[src/hdl/cnc_pkg.sv]
// Shared types and constants for the cutoff neighbor counter.
// Used by every module in the block; depends on nothing else.
package cnc_pkg;

    // Fixed field widths of the item and result ports.
    localparam int FIELD_W   = 20;
    localparam int PRIOR_W   = 6;
    localparam int INDEX_W   = 6;
    localparam int COUNT_W   = 7;

    // Configuration register file.
    localparam int CUTOFF_W  = 44;
    localparam int DATA_W    = 64;
    localparam int PADDR_W   = 4;
    localparam int REG_SEL_W = 1;
    localparam logic [REG_SEL_W-1:0] REG_CUTOFF = 1'b0;
    // floor((1.6 * 256)^2) in (1/256 angstrom) squared.
    localparam logic [CUTOFF_W-1:0] CUTOFF_RESET = 44'd167772;

    // Parameter defaults.
    localparam int MAX_ATOMS_DEF  = 64;
    localparam int COORD_BITS_DEF = 20;

    // Control from the sequencer to the distance pipeline.
    typedef struct packed {
        logic load_a;   // read data holds the reference atom
        logic sample;   // read data holds a candidate neighbor
    } pipe_ctrl_t;

endpackage

[src/hdl/cnc_cfg_regs.sv]
// APB-style register file holding the squared cutoff distance.
// Depends on cnc_pkg for widths, register index and reset value.
module cnc_cfg_regs
    import cnc_pkg::*;
(
    input  logic                clk,
    input  logic                rst_n,
    input  logic                psel,
    input  logic                penable,
    input  logic                pwrite,
    input  logic [PADDR_W-1:0]  paddr,
    input  logic [DATA_W-1:0]   pwdata,
    output logic [DATA_W-1:0]   prdata,
    output logic                pready,
    output logic [CUTOFF_W-1:0] cutoff_sq
);

    logic [CUTOFF_W-1:0]  cutoff_reg;
    logic [REG_SEL_W-1:0] reg_sel;

    // Registers sit on 8-byte boundaries.
    assign reg_sel = paddr[PADDR_W-1:3];
    assign pready  = 1'b1;

    // Write on the access phase of a write transfer.
    always_ff @(posedge clk or negedge rst_n)
    begin
        if (!rst_n)
        begin
            cutoff_reg <= CUTOFF_RESET;
        end
        else if (psel && penable && pwrite && (reg_sel == REG_CUTOFF))
        begin
            cutoff_reg <= pwdata[CUTOFF_W-1:0];
        end
    end

    // Read back.
    always_comb
    begin
        prdata = '0;
        if (reg_sel == REG_CUTOFF)
        begin
            prdata = DATA_W'(cutoff_reg);
        end
    end

    assign cutoff_sq = cutoff_reg;

endmodule

[config.mk]
export PLATFORM = sky130hd
export DESIGN_NAME = cnc_cfg_regs
export DESIGN_NICKNAME = d
export VERILOG_FILES = /design/src/hdl/cnc_pkg.sv /design/src/hdl/cnc_cfg_regs.sv
export SDC_FILE = /design/constraint.sdc
export NUM_CORES = 1
export LEC_CHECK = 0
export BUFFER_PORTS_ARGS = -buffer_cell sky130_fd_sc_hd__buf_2
export CAP_MARGIN = 20
export CORE_ASPECT_RATIO = 1.1
export CORE_UTILIZATION = 41
export CTS_CLUSTER_DIAMETER = 200
export DETAILED_ROUTE_END_ITERATION = 7
export MAX_ROUTING_LAYER = met4
export PLACE_DENSITY = 0.84
export REMOVE_ABC_BUFFERS = 1
export SYNTH_ARGS = -nofsm -noshare
export SYNTH_HDL_FRONTEND = slang
export SYNTH_SLANG_ARGS = --single-unit
export TNS_END_PERCENT = 10
[constraint.sdc]
create_clock -name clk -period 2.07 [get_ports clk]
set_input_delay 0.207 -clock clk [delete_from_list [all_inputs] [get_ports clk]]
set_output_delay 0.207 -clock clk [all_outputs]
set_load 0.03 [all_outputs]
==> metrics.txt <==
CTS tree done; layout net count between 300 and 400; # fillers 428; Synth Instances ~160; initial antenna violation count 0; RSZ-0062 raised after global routing no; largest net degree at the start of global routing 45; failing checks DRC; commonest non-fill, non-tap cell in the layout buf_2; Final Slew Violations 0; sum of negative setup slack 0 ns; cell breakdown of the critical path buf_2 > nand4b_4 > mux2_2; worst clock skew 0 ns; Tot GR Track Use between 15 and 20%; Clk Latency, worst-skew pair 0.28 ns; hold path cells 2; core area approximately 5000 sq um; VDD IR-drop max between 400 and 500 uV; CP max FO 44; Initial Utilization between 40% and 50%; DRT antenna net count 0; clk slew on worst S/H paths 0.08 ns; Remaining DRCs 26; Final Critical Period approximately 1.4 ns; Reg area roughly 1100 sq um; HP Class in -> reg; # H-tree levels 2; area delta synth->final 34.59%; Top Ports ~180; PortBufs between 100 and 150; Seq cells post-synth 44; max FFs per register 44; design area 2868 sq um; worst-margin pin slew ~0.77 ns; register-to-register setup slack between 1 and 1.5 ns; pre-CTS setup slack around 0.37 ns; vias in the first global route 1404; GRT overflow 0; most frequent cells in the layout buf_2, mux2_2, nor2b_1, dfrtp_1, conb_1; vias per cell roughly 4.4; Bufs on Longest Clock Path 2; Yosys cell types 11; synthesized area per cell approximately 13 sq um; CP endpoint kind flop; CP max stage cell nand4b_4; WL/cell between 10 and 15 um; min-delay src pwdata[4]; PD cells ~1100 nW/um^2; Pre-antenna DRT Iters 8; Post-CTS Resized 0; first-pass GRT wire length roughly 6500 um; Die Y between 70 and 80 um; DRT iter0 DRCs 83; Cell Rows 27; Post-CTS Repair Setup Buffers 0; # diodes 0; CTS root buf clkbuf_8; DRT Wirelength ~4200 um; Slew HR between 40% and 50%; Arrival @ worst endpoint between 1.5 and 2 ns; Reg-to-Reg End cutoff_sq[28]; Synth Warn # 0; Max Cap Viol 0; area of the multi-input gates approximately 880 sq um; WHS Endpoint cutoff_sq[4]; crit-path max cell delay approximately 0.67 ns; Mapped Area around 2100 sq um; FMAX slightly above 700 MHz; area of the die about 5500 sq um; Final Hold Fails 0; Final WS setup just under 0.7 ns; RePlAce Congestion 0.6924; RR Startpoint cutoff_sq[28]; TritonCTS Buffers 5; register area share after synthesis between 50% and 60%; Lkg Pwr around 1.6 nW; fin crit share about 67%; reg2reg path depth 1; Cell Area, Placed 2765 sq um; crit start category input port; status complete, but fails checks; Final setup violation count 0; DPL Wire Length roughly 3000 um; Finished Core Util between 50% and 60%; via count 1591; ratio of cells with drive above 1 in the final layout between 60% and 70%; clock tree sinks 44; Crit Path Class in -> reg; Die X roughly 71 um; Data required, critical path 2.24 ns
## stage by stage
step / hold WS, ns / instances / power [mW]
after CTS: 0.1243 / 360 / 3.141
after detailed placement: 0.3169 / 351 / 2.585
after floorplan: -0.08859 / 154 / 2.161
after global routing: 0.1292 / 360 / 3.261
final: 0.1343 / 360 / 3.096
after global placement: 0.3123 / 351 / 2.554
## cell type report
type	count	area share, %
clock buffers	6	2.880
clock inverters	2	0.3490
multi-input cells	110	30.63
flip-flops and latches	44	38.83
well taps	58	2.531
repair buffers	140	24.78
## cells by family after synthesis
| family | share of synthesized area (%) |
|---|---|
| mux | 23.25 |
| simple gates | 14.27 |
| buf+inv | 9.865 |
| flops | 52.26 |
| other cells | 0.3525 |
## power by group
part / switching [mW] / internal (mW) / leakage, nW
clock network: 0.274 / 0.266 / 0.0510
logic: 0.900 / 0.451 / 0.995
registers: 0.124 / 1.08 / 0.513
## synth_stat cells
library cell   n  area share (%)
and2b_1        4             1.4
buf_4         23             8.1
buf_6          2             1.1
clkbuf_1       4            0.70
conb_1         2            0.35
dfrtp_1       34              40
dfstp_2       10              12
mux2_1         3             1.6
mux2_2        41              22
nand4b_4       1             1.1
nor2b_1       40              12
## what timing repair did
action,4_1_cts,5_1_grt
endpoints found under the hold margin,1,0
hold buffers,1,0
setup endpoints to repair,0,0
## worst max path at each step
stage                  start             to  slack (ns)
6_report            paddr[3]  cutoff_sq[37]        0.68
2_1_floorplan   cutoff_sq[2]      prdata[2]        0.76
3_5_place_dp        paddr[3]  cutoff_sq[19]        0.37
3_3_place_gp        paddr[3]   cutoff_sq[2]        0.38
5_1_grt             paddr[3]   cutoff_sq[2]        0.58
4_1_cts        cutoff_sq[10]     prdata[10]        0.67
## critical path, delay by kind of cell
family	cells	cell delay (ns)
simple gates	1	0.67
mux	1	0.53
buf+inv	1	0.12
## per-layer routing
layer,up-vias,track usage (%),part of all wire [%]
met2,84,27.60,52
met3,7,3.766,7.4
met4,0,6.800,1.6
li1,763,-,-
met1,737,16.62,39
met5,-,-,0
Note: power is estimated with default switching activity, not from simulation.
