==> config.mk <==
export PLATFORM = sky130hd
export DESIGN_NAME = cnc_atom_ram
export DESIGN_NICKNAME = d
export VERILOG_FILES = /design/src/hdl/cnc_pkg.sv /design/src/hdl/cnc_atom_ram.sv
export SDC_FILE = /design/constraint.sdc
export NUM_CORES = 2
export LEC_CHECK = 0
export BUFFER_PORTS_ARGS = -buffer_cell sky130_fd_sc_hd__buf_2
export CORE_MARGIN = 8
export CORE_UTILIZATION = 45
export CTS_CLUSTER_SIZE = 8
export DETAILED_ROUTE_END_ITERATION = 6
export PLACE_DENSITY = 0.73
export SLEW_MARGIN = 25
export SYNTH_ARGS = -nofsm -noshare
export SYNTH_HDL_FRONTEND = slang
export SYNTH_MEMORY_MAX_BITS = 65536
export SYNTH_SLANG_ARGS = --single-unit
==> constraint.sdc <==
create_clock -name clk -period 8.1 [get_ports clk]
set_input_delay 2.43 -clock clk [delete_from_list [all_inputs] [get_ports clk]]
set_output_delay 2.43 -clock clk [all_outputs]
set_load 0.02 [all_outputs]
==> src/hdl/cnc_pkg.sv <==
// Shared types and constants for the cutoff neighbor counter.
// Used by every module in the block; depends on nothing else.
package cnc_pkg;

    // Fixed field widths of the item and result ports.
    localparam int FIELD_W   = 20;
    localparam int PRIOR_W   = 6;
    localparam int INDEX_W   = 6;
    localparam int COUNT_W   = 7;

    // Configuration register file.
    localparam int CUTOFF_W  = 44;
    localparam int DATA_W    = 64;
    localparam int PADDR_W   = 4;
    localparam int REG_SEL_W = 1;
    localparam logic [REG_SEL_W-1:0] REG_CUTOFF = 1'b0;
    // floor((1.6 * 256)^2) in (1/256 angstrom) squared.
    localparam logic [CUTOFF_W-1:0] CUTOFF_RESET = 44'd167772;

    // Parameter defaults.
    localparam int MAX_ATOMS_DEF  = 64;
    localparam int COORD_BITS_DEF = 20;

    // Control from the sequencer to the distance pipeline.
    typedef struct packed {
        logic load_a;   // read data holds the reference atom
        logic sample;   // read data holds a candidate neighbor
    } pipe_ctrl_t;

endpackage

==> src/hdl/cnc_atom_ram.sv <==
// Atom store: one write port and one registered read port.
// Each word packs the x, y, z coordinates and the prior bond count.
module cnc_atom_ram
    import cnc_pkg::*;
#(
    parameter int MAX_ATOMS  = MAX_ATOMS_DEF,
    parameter int COORD_BITS = COORD_BITS_DEF,
    localparam int AW        = $clog2(MAX_ATOMS),
    localparam int WORD_W    = 3 * COORD_BITS + PRIOR_W
)
(
    input  logic              clk,
    input  logic              we,
    input  logic [AW-1:0]     waddr,
    input  logic [WORD_W-1:0] wdata,
    input  logic              re,
    input  logic [AW-1:0]     raddr,
    output logic [WORD_W-1:0] rdata
);

    logic [WORD_W-1:0] mem [MAX_ATOMS];
    logic [WORD_W-1:0] rdata_reg;

    // Write port.
    always_ff @(posedge clk)
    begin
        if (we)
        begin
            mem[waddr] <= wdata;
        end
    end

    // Registered read port.
    always_ff @(posedge clk)
    begin
        if (re)
        begin
            rdata_reg <= mem[raddr];
        end
    end

    assign rdata = rdata_reg;

endmodule

==> run_results.csv <==
group,metric,value,unit
outcome,run_status,"finished, violations left",
outcome,violations,"DRC",
yosys,synth_sequential_area_ratio,0.799,
placed_design,gp_routability_congestion,0.802,
die,boundaryPins,147,
drt,routed-via-count,81700,
power,irDropWorstVdd,181,uV
sta,rsz0062_at_grt,"no",
critical_path,crit_path_cell_trace,"buf_4 -> buf_4 -> nand2b_4 -> buf_4 -> o22ai_1 -> nor4_1 -> o22a_1",
sta,hold_violations,0,
clock_tree,max-clock-path-buffers,4,
critical_path,critical_path.n_buffers_inverters,3,
clock_tree,holdBufCountCts,0,
critical_path,critical_path.max_fanout,37,
clock_tree,cts-resized-gates,0,
yosys,post_synth_inst_count,6852,
yosys,synthesis.area_per_instance,23.5,um2
cells_and_area,largest_register_ff_count,4224,
power,powerDensity,265,nW/um2
clock_tree,tritoncts,"built",
hold_path,class_of_the_most_critical_hold_timing_path,"register to register",
grt,first_global_vias,83200,
critical_path,path_delay_family,"simple AND/OR/NAND/NOR gates",
yosys,synthesized_net_count,6933,
drt,route.top_layer_used,"met5",
die,fp.dieArea,378000,um2
cells_and_area,layout.cells.most_common_list,"edfxtp_1, mux4_2, clkbuf_16",
power,leakage,57.4,nW
die,die_h,614,um
placed_design,dp_hpwl,230000,um
cells_and_area,final_common_cell,"edfxtp_1",
drt,first_iteration_detailed_routing_drc_count,12800,
cells_and_area,finalCoreUtilization,0.521,
yosys,synth_top_area_cell,"edfxtp_1",
sta,period_share,0.649,
cells_and_area,ff_latch_area,129000,um2
drt,vias_per_cell,6.67,
yosys,synth_top_cells_by_area,"edfxtp_1, mux4_2, o22ai_1",
yosys,ys_ff_latch,4290,
sta,finalCriticalPeriod,5.26,ns
grt,antenna_found_initial,38,
yosys,yosys.cell_types.count,35,
drt,route.detailed.wl_per_inst,37.3,um
critical_path,crit_top_cell,"buf_4",
yosys,synth.top_cell.area_share,0.799,
cells_and_area,nFillCells,26000,
critical_path,timing_worst_setup_path_type,"input port to register",
sta,finalMaxSlewViolations,0,
critical_path,worstSetupEndpointType,"register",
placed_design,io_buffers,146,
sta,fin_worst_skew,0.0486,ns
drt,drt_pass1_iterations,7,
yosys,yosys_warnings,0,
sta,report.final.setup_viol,0,
grt,grt_overflow_total,0,
clock_tree,clock-sinks,4290,
yosys,syn-cell-area,161000,um2
clock_tree,clk_root_buffer_cell,"clkbuf_16",
drt,detailroute.wirelength.met2,218000,um
drt,wirelength,457000,um
clock_tree,cts_setup_buffers,0,
die,core-area,356000,um2
critical_path,critPathSlowestCell,"nand2b_4",
sta,max-slew-margin-rel,0.207,
die,start_util,0.452,
critical_path,worst_ep_required_time,8.88,ns
grt,wire_length_of_the_first_global_routing_pass,636000,um
clock_tree,htreeDepth,6,
cells_and_area,multi_input_comb_area,31000,um2
clock_tree,insertion_delay,0.94,ns
clock_tree,cts_made_buffers,610,
critical_path,critical_path_arrival,6.04,ns
cells_and_area,drive_above_1_share,0.286,
grt,grt_start_max_net_pins,126,
sta,worst_slew_pin_slew,1.19,ns
cells_and_area,final_net_count,7508,
drt,detail-route-antenna-nets,0,
grt,globalRouteTotalUtil,0.235,
die,die_width,614,um
sta,clock.fmax,190,MHz
drt,met3WireLength,57500,um
sta,finalSetupTns,0,ns
cells_and_area,areaGrowthSynthToFinish,15.1,%
critical_path,critPathMaxStageDelay,0.84,ns
job,drv.max_cap_violation_count,0,
drt,remaining_drc_errors,2,
clock_tree,cts.reportedPaths.clkPinSlew,0.05,ns
drt,wl_met1,154000,um
critical_path,timing.critical_path.from_type,"input port",
die,rows,219,
==> layer usage <==
layer	vias up	track usage
met5	-	0
met4	20	0.121
met3	1394	0.0550
met2	6694	0.379
met1	43000	0.301
li1	30600	-
==> Yosys cell counts, drive strengths merged <==
master,instances
and3,7
nor4,56
buf,205
o21ai,3
mux4,1009
mux2,7
clkbuf,194
nand4b,1
and2,3
nand2b,11
a211oi,106
nor3,58
nand3,26
o22ai,318
nand2,27
a21oi,12
a22oi,53
a31oi,10
mux2i,102
or2,5
or3b,1
o211ai,7
or3,2
nand3b,2
o22a,56
edfxtp,4290
nand4,2
o221ai,66
nor2b,89
o211a,3
nor2,121
==> worst min-delay path, stage by stage, from the launching register on <==
cell	delay, ns
edfxtp_1	0.32
mux4_2	0.22
a22oi_1	0.06
nand3_1	0.08
and3_1	0.15
==> worst paths after layout <==
| kind | startpoint | end | slack [ns] | cells after the start |
|---|---|---|---|---|
| setup / recovery | raddr[4] | rdata[6]$_DFFE_PP_ | 2.84 | 7 |
| hold reg to reg | mem[44][25]$_DFFE_PP_ | rdata[25]$_DFFE_PP_ | 0.93 | 4 |
| setup reg to reg | mem[48][63]$_DFFE_PP_ | rdata[63]$_DFFE_PP_ | 5.69 | 5 |
| hold / removal | mem[44][25]$_DFFE_PP_ | rdata[25]$_DFFE_PP_ | 0.93 | 4 |
==> report_power, final <==
part | switching (mW) | internal, mW
clock network | 8.86 | 13.4
registers | 0.109 | 24.7
logic | 1.36 | 0.740
==> cell families after synthesis <==
group | count (synthesis) | share of synthesized area
mux | 1118 | 0.148
flops | 4290 | 0.799
simple gates | 411 | 0.0131
buf+inv | 399 | 0.0120
compound gates | 634 | 0.0277
==> stage by stage <==
step	hold slack (ns)	std cells	instance area [um2]	worst slack, ns	total power [mW]
3_3_place_gp	0.891	11500	169000	2.16	27.2
3_5_place_dp	0.910	11600	169000	2.16	27.3
6_report	0.925	12200	185000	2.84	49.2
2_1_floorplan	0.771	6852	161000	0.119	26.3
4_1_cts	0.891	12200	185000	3.12	49.3
5_1_grt	0.947	12200	185000	2.88	50.2
==> area by class of cell <==
| type | count | share of cell area |
|---|---|---|
| flip-flops and latches | 4290 | 0.695 |
| well taps | 4751 | 0.0320 |
| diodes | 16 | 0.000216 |
| multi-input cells | 2163 | 0.167 |
| clock buffers | 617 | 0.0831 |
| repair buffers | 362 | 0.0187 |
| clock inverters | 48 | 0.00430 |
Power figures use the tool's default switching activity.
