<file path="config.mk">
export PLATFORM = sky130hd
export DESIGN_NAME = cnc_dist_pipe
export DESIGN_NICKNAME = d
export VERILOG_FILES = /design/src/hdl/cnc_pkg.sv /design/src/hdl/cnc_dist_pipe.sv
export SDC_FILE = /design/constraint.sdc
export NUM_CORES = 2
export LEC_CHECK = 0
export BUFFER_PORTS_ARGS = -buffer_cell sky130_fd_sc_hd__buf_2
export CAP_MARGIN = 10
export CORE_MARGIN = 3
export CORE_UTILIZATION = 50
export DETAILED_ROUTE_END_ITERATION = 7
export PLACE_DENSITY = 0.67
export SLEW_MARGIN = 0
export SYNTH_ARGS = -nofsm -noshare
export SYNTH_HDL_FRONTEND = slang
export SYNTH_SLANG_ARGS = --single-unit
</file>
<file path="constraint.sdc">
create_clock -name clk -period 10.7 [get_ports clk]
set_clock_uncertainty 0.1 [all_clocks]
set_input_delay 0.535 -clock clk [delete_from_list [all_inputs] [get_ports clk]]
set_output_delay 0.535 -clock clk [all_outputs]
set_load 0.01 [all_outputs]
</file>
<file path="src/hdl/cnc_pkg.sv">
// Shared types and constants for the cutoff neighbor counter.
// Used by every module in the block; depends on nothing else.
package cnc_pkg;

    // Fixed field widths of the item and result ports.
    localparam int FIELD_W   = 20;
    localparam int PRIOR_W   = 6;
    localparam int INDEX_W   = 6;
    localparam int COUNT_W   = 7;

    // Configuration register file.
    localparam int CUTOFF_W  = 44;
    localparam int DATA_W    = 64;
    localparam int PADDR_W   = 4;
    localparam int REG_SEL_W = 1;
    localparam logic [REG_SEL_W-1:0] REG_CUTOFF = 1'b0;
    // floor((1.6 * 256)^2) in (1/256 angstrom) squared.
    localparam logic [CUTOFF_W-1:0] CUTOFF_RESET = 44'd167772;

    // Parameter defaults.
    localparam int MAX_ATOMS_DEF  = 64;
    localparam int COORD_BITS_DEF = 20;

    // Control from the sequencer to the distance pipeline.
    typedef struct packed {
        logic load_a;   // read data holds the reference atom
        logic sample;   // read data holds a candidate neighbor
    } pipe_ctrl_t;

endpackage

</file>
<file path="src/hdl/cnc_dist_pipe.sv">
// Two-stage squared-distance pipeline and neighbor accumulator.
// Depends on cnc_pkg; fed by the atom store read port.
module cnc_dist_pipe
    import cnc_pkg::*;
#(
    parameter int COORD_BITS = COORD_BITS_DEF,
    localparam int WORD_W    = 3 * COORD_BITS + PRIOR_W,
    localparam int SQ_W      = 2 * COORD_BITS + 1,
    localparam int SUM_W     = SQ_W + 2
)
(
    input  logic                clk,
    input  logic                rst_n,
    input  pipe_ctrl_t          ctrl,
    input  logic [WORD_W-1:0]   rdata,
    input  logic [CUTOFF_W-1:0] cutoff_sq,
    output logic [COUNT_W-1:0]  acc,
    output logic                busy
);

    localparam int C = COORD_BITS;

    logic [3*C-1:0]        ref_reg;
    logic [COUNT_W-1:0]    acc_reg;
    logic                  sq_valid_reg;
    logic [SQ_W-1:0]       sqx_reg;
    logic [SQ_W-1:0]       sqy_reg;
    logic [SQ_W-1:0]       sqz_reg;

    logic [C-1:0]          ax, ay, az, bx, by, bz;
    logic signed [C:0]     dx, dy, dz;
    logic signed [2*C+1:0] px, py, pz;
    logic [SUM_W-1:0]      d2;
    logic                  hit;

    // Unpack the reference atom and the candidate.
    assign ax = ref_reg[3*C-1:2*C];
    assign ay = ref_reg[2*C-1:C];
    assign az = ref_reg[C-1:0];
    assign bx = rdata[WORD_W-1:WORD_W-C];
    assign by = rdata[WORD_W-C-1:WORD_W-2*C];
    assign bz = rdata[WORD_W-2*C-1:PRIOR_W];

    // Stage one: exact differences and their squares.
    assign dx = $signed({ax[C-1], ax}) - $signed({bx[C-1], bx});
    assign dy = $signed({ay[C-1], ay}) - $signed({by[C-1], by});
    assign dz = $signed({az[C-1], az}) - $signed({bz[C-1], bz});
    assign px = dx * dx;
    assign py = dy * dy;
    assign pz = dz * dz;

    always_ff @(posedge clk)
    begin
        sqx_reg <= px[SQ_W-1:0];
        sqy_reg <= py[SQ_W-1:0];
        sqz_reg <= pz[SQ_W-1:0];
    end

    always_ff @(posedge clk or negedge rst_n)
    begin
        if (!rst_n)
        begin
            sq_valid_reg <= 1'b0;
        end
        else
        begin
            sq_valid_reg <= ctrl.sample;
        end
    end

    // Stage two: sum, range check and count.
    assign d2  = SUM_W'(sqx_reg) + SUM_W'(sqy_reg) + SUM_W'(sqz_reg);
    assign hit = (d2 != '0) && (CUTOFF_W'(d2) <= cutoff_sq);

    // The reference atom is latched with its prior count as the start value.
    always_ff @(posedge clk)
    begin
        if (ctrl.load_a)
        begin
            ref_reg <= rdata[WORD_W-1:PRIOR_W];
            acc_reg <= COUNT_W'(rdata[PRIOR_W-1:0]);
        end
        else if (sq_valid_reg && hit)
        begin
            acc_reg <= acc_reg + COUNT_W'(1);
        end
    end

    assign acc  = acc_reg;
    assign busy = sq_valid_reg;

endmodule

</file>
==> results.md <==
* Setup violations, final at 0
* Sum Neg Setup Slack at 0 ps
* Antenna violations before repair at 4
* Sequential area share after synthesis at 0.0816
* RSZ-0062 raised after global routing: false
* Clk_lat worst skew at 510 ps
* Die Y at 335 um
* Starting Density at 0.506
* CP Data Required Time at 11040 ps
* FF-to-FF End: sqx_reg[40]$_DFF_P_
* Avg Inst Size Synth at 9.34 um^2
* WL met2 at 63.8 mm
* Reg clk slew, reported paths at 90 ps
* Worst Hold Path Cells at 1
* Crit-path max cell delay at 550 ps
* Worst R2R Path Depth at 38
* Share of cells above drive strength 1 at 0.0519
* Crit Path Max Fanout at 14
* GP Congestion at 0.928
* Worst slew margin at 0.264
* Detailed placer's ending HPWL at 116 mm
* Max reg flops at 60
* Cell with the most instances after synthesis: inv_1
* Largest net degree at the start of global routing at 48
* Max stage delay cell, worst path: fa_1
* Top_reg_cell synth: dfxtp_1
* Via count of the first global-routing pass at 42.3k
* # DRC at 0
* GR Overflow Total at 0
* Final period utilization at 0.931
* Area share of the largest cell type after synthesis at 0.468
* Detailed Route Iter0 Violations at 2285
* Crit path time final at 9960 ps
* Worst Min Path Start: rdata[40]
* Clock sink count at 188
* Core area at 0.107 mm^2
* Yosys reg bits at 188
* Tightest Hold Check Type: input pin to register
* H-tree levels at 4
* Worst Tran Pin Value at 1100 ps
* Syn Std Cell Area at 0.0543 mm^2
* Io pins at 122
* Total track usage at 0.254
* Final #Nets at 7815
* Top Metal Used: met5
* Synth area leader: fa_1
* Row count at 120
* Syn. warnings at 0
* Mean routed wirelength per cell at 18.4 um
* CTS Buffer Depth at 2
* R2r startpoint: ref_reg[40]$_DFFE_PP_
* Detail Route Antenna Nets at 0
* Share of flip-flops with an asynchronous set or reset at 0.00532
* Routed met1 length at 55.8 mm
* CP arrival at 10300 ps
* Met3 wirelength from detailed routing at 9.81 mm
* Core Util, Final at 0.537
* Synth cell types at 78
* Max Cap Viol at 0
* Most common library cells after synthesis: inv_1, fa_1, ha_1
* WHS Endpoint: ref_reg[34]$_DFFE_PP_
* Port Buffers at 121
* Pins Over Slew Limit at 0
* Area contributors post-synth: fa_1, ha_1, inv_1
* Worst setup path class: register to register
* Startpoint types: register
* CTS root buffer: clkbuf_16
* Reg2Reg Setup Slack at 740 ps
* CTS tree: done
* Routed wire length at 136 mm
* TritonRoute pass-1 iters at 7
* Via count at 38.6k
* Synthesized instance count at 5812
* Critical path capture point type: register
* Post-synth EDFFs at 66
* CP dominant cell by count: fa_1
* First-pass GRT wire length at 224 mm
* Die ar. at 0.113 mm^2
* Antenna cells at 0
* Fin. Hold Viols at 0
* Status: complete, no violations
* DR vias/cell at 5.25
* Num CTS Buffers at 17
* Layout overhead on the synthesized area at 6.30%
* Max Fclk at 100 MHz
* Die width at 335 um
[metrics by stage]
stage          instances  cell area [um^2]  worst slack, ps  hold WS [ps]
2_1_floorplan       5813             54300              934           139
3_3_place_gp        7320             57000              342           210
3_5_place_dp        7320             57000              277           212
4_1_cts             7354             57700              514          68.6
5_1_grt             7354             57700             97.3          86.8
6_report            7354             57700              736           102
[routing by layer]
layer,vias up,GRT usage
met5,-,0
met4,2,0.102
met3,281,0.0481
met2,1219,0.416
met1,19400,0.335
li1,17700,-
[cell usage in the layout (no fill, tap or decap), drive strengths merged, types with 6 or more instances in the layout]
cell     instances
dfxtp          121
a31oi           15
xnor2          177
nor2           431
fa            1269
nand2b          36
buf            226
and3            20
clkinv          11
nor4            13
o21ai           99
nor2b           32
edfxtp          66
a311oi           7
o2111ai          7
a211oi          18
nand3           47
a21oi          191
inv           1654
o211ai          13
o21bai          24
a21o            92
ha             494
nand2          467
a31o            17
clkbuf          17
or3              9
a21boi          14
nor3            47
o211a            6
o21a            35
and2            50
a211o           10
xor2            72
or2             12
o31ai           11
nand4           26
[logic make-up after synthesis]
| kind of cell | Yosys count | synth area share |
|---|---|---|
| buffers and inverters | 1773 | 0.123 |
| adder cells (fa/ha/maj) | 1763 | 0.582 |
| AND/OR/NAND/NOR | 1215 | 0.0974 |
| AO/OA/AOI/OAI | 612 | 0.0740 |
| XOR/XNOR | 249 | 0.0402 |
| flip-flops | 188 | 0.0816 |
| multiplexers | 10 | 0.00196 |
| other | 2 | 0.000138 |
[worst max path at each step]
stage	start	depth (start not counted)	slack (ps)	to
floorplan	rdata[48]	38	930	sqx_reg[40]$_DFF_P_
global placement	rdata[48]	38	340	sqx_reg[40]$_DFF_P_
detailed placement	rdata[48]	39	280	sqx_reg[40]$_DFF_P_
CTS	ref_reg[40]$_DFFE_PP_	39	510	sqx_reg[40]$_DFF_P_
global route	ref_reg[40]$_DFFE_PP_	38	100	sqx_reg[40]$_DFF_P_
finish	ref_reg[40]$_DFFE_PP_	38	740	sqx_reg[40]$_DFF_P_
[cell type report]
cell class | instances | area, um^2
well taps | 1403 | 1760
fillers | 9691 | 49700
repair buffers | 228 | 1440
flip-flops and latches | 188 | 4430
clock buffers | 17 | 425
inverters | 1651 | 6200
clock inverters | 15 | 228
multi-input cells | 3852 | 43200
[critical path: cells and delay by family, from the launching register on]
family                     cells  cell delay [ps]
DFF                            1              370
xor gates and xnor gates       2              290
adders and majority gates     10             4330
AOI/OAI and AO/OA             12             2630
and+or+nand+nor                7             1370
buffers and inverters          7              800
[repair_timing]
action                     in CTS  in global routing
hold endpoints to repair        2                  0
resized for setup               0                  3
setup buffers                   0                  0
setup endpoints to repair       0                  2
hold buffers                    2                  0
Power is left out: the tool's default activity adds up to more than one toggle a clock period on the data nets, which glitch-free logic cannot reach.
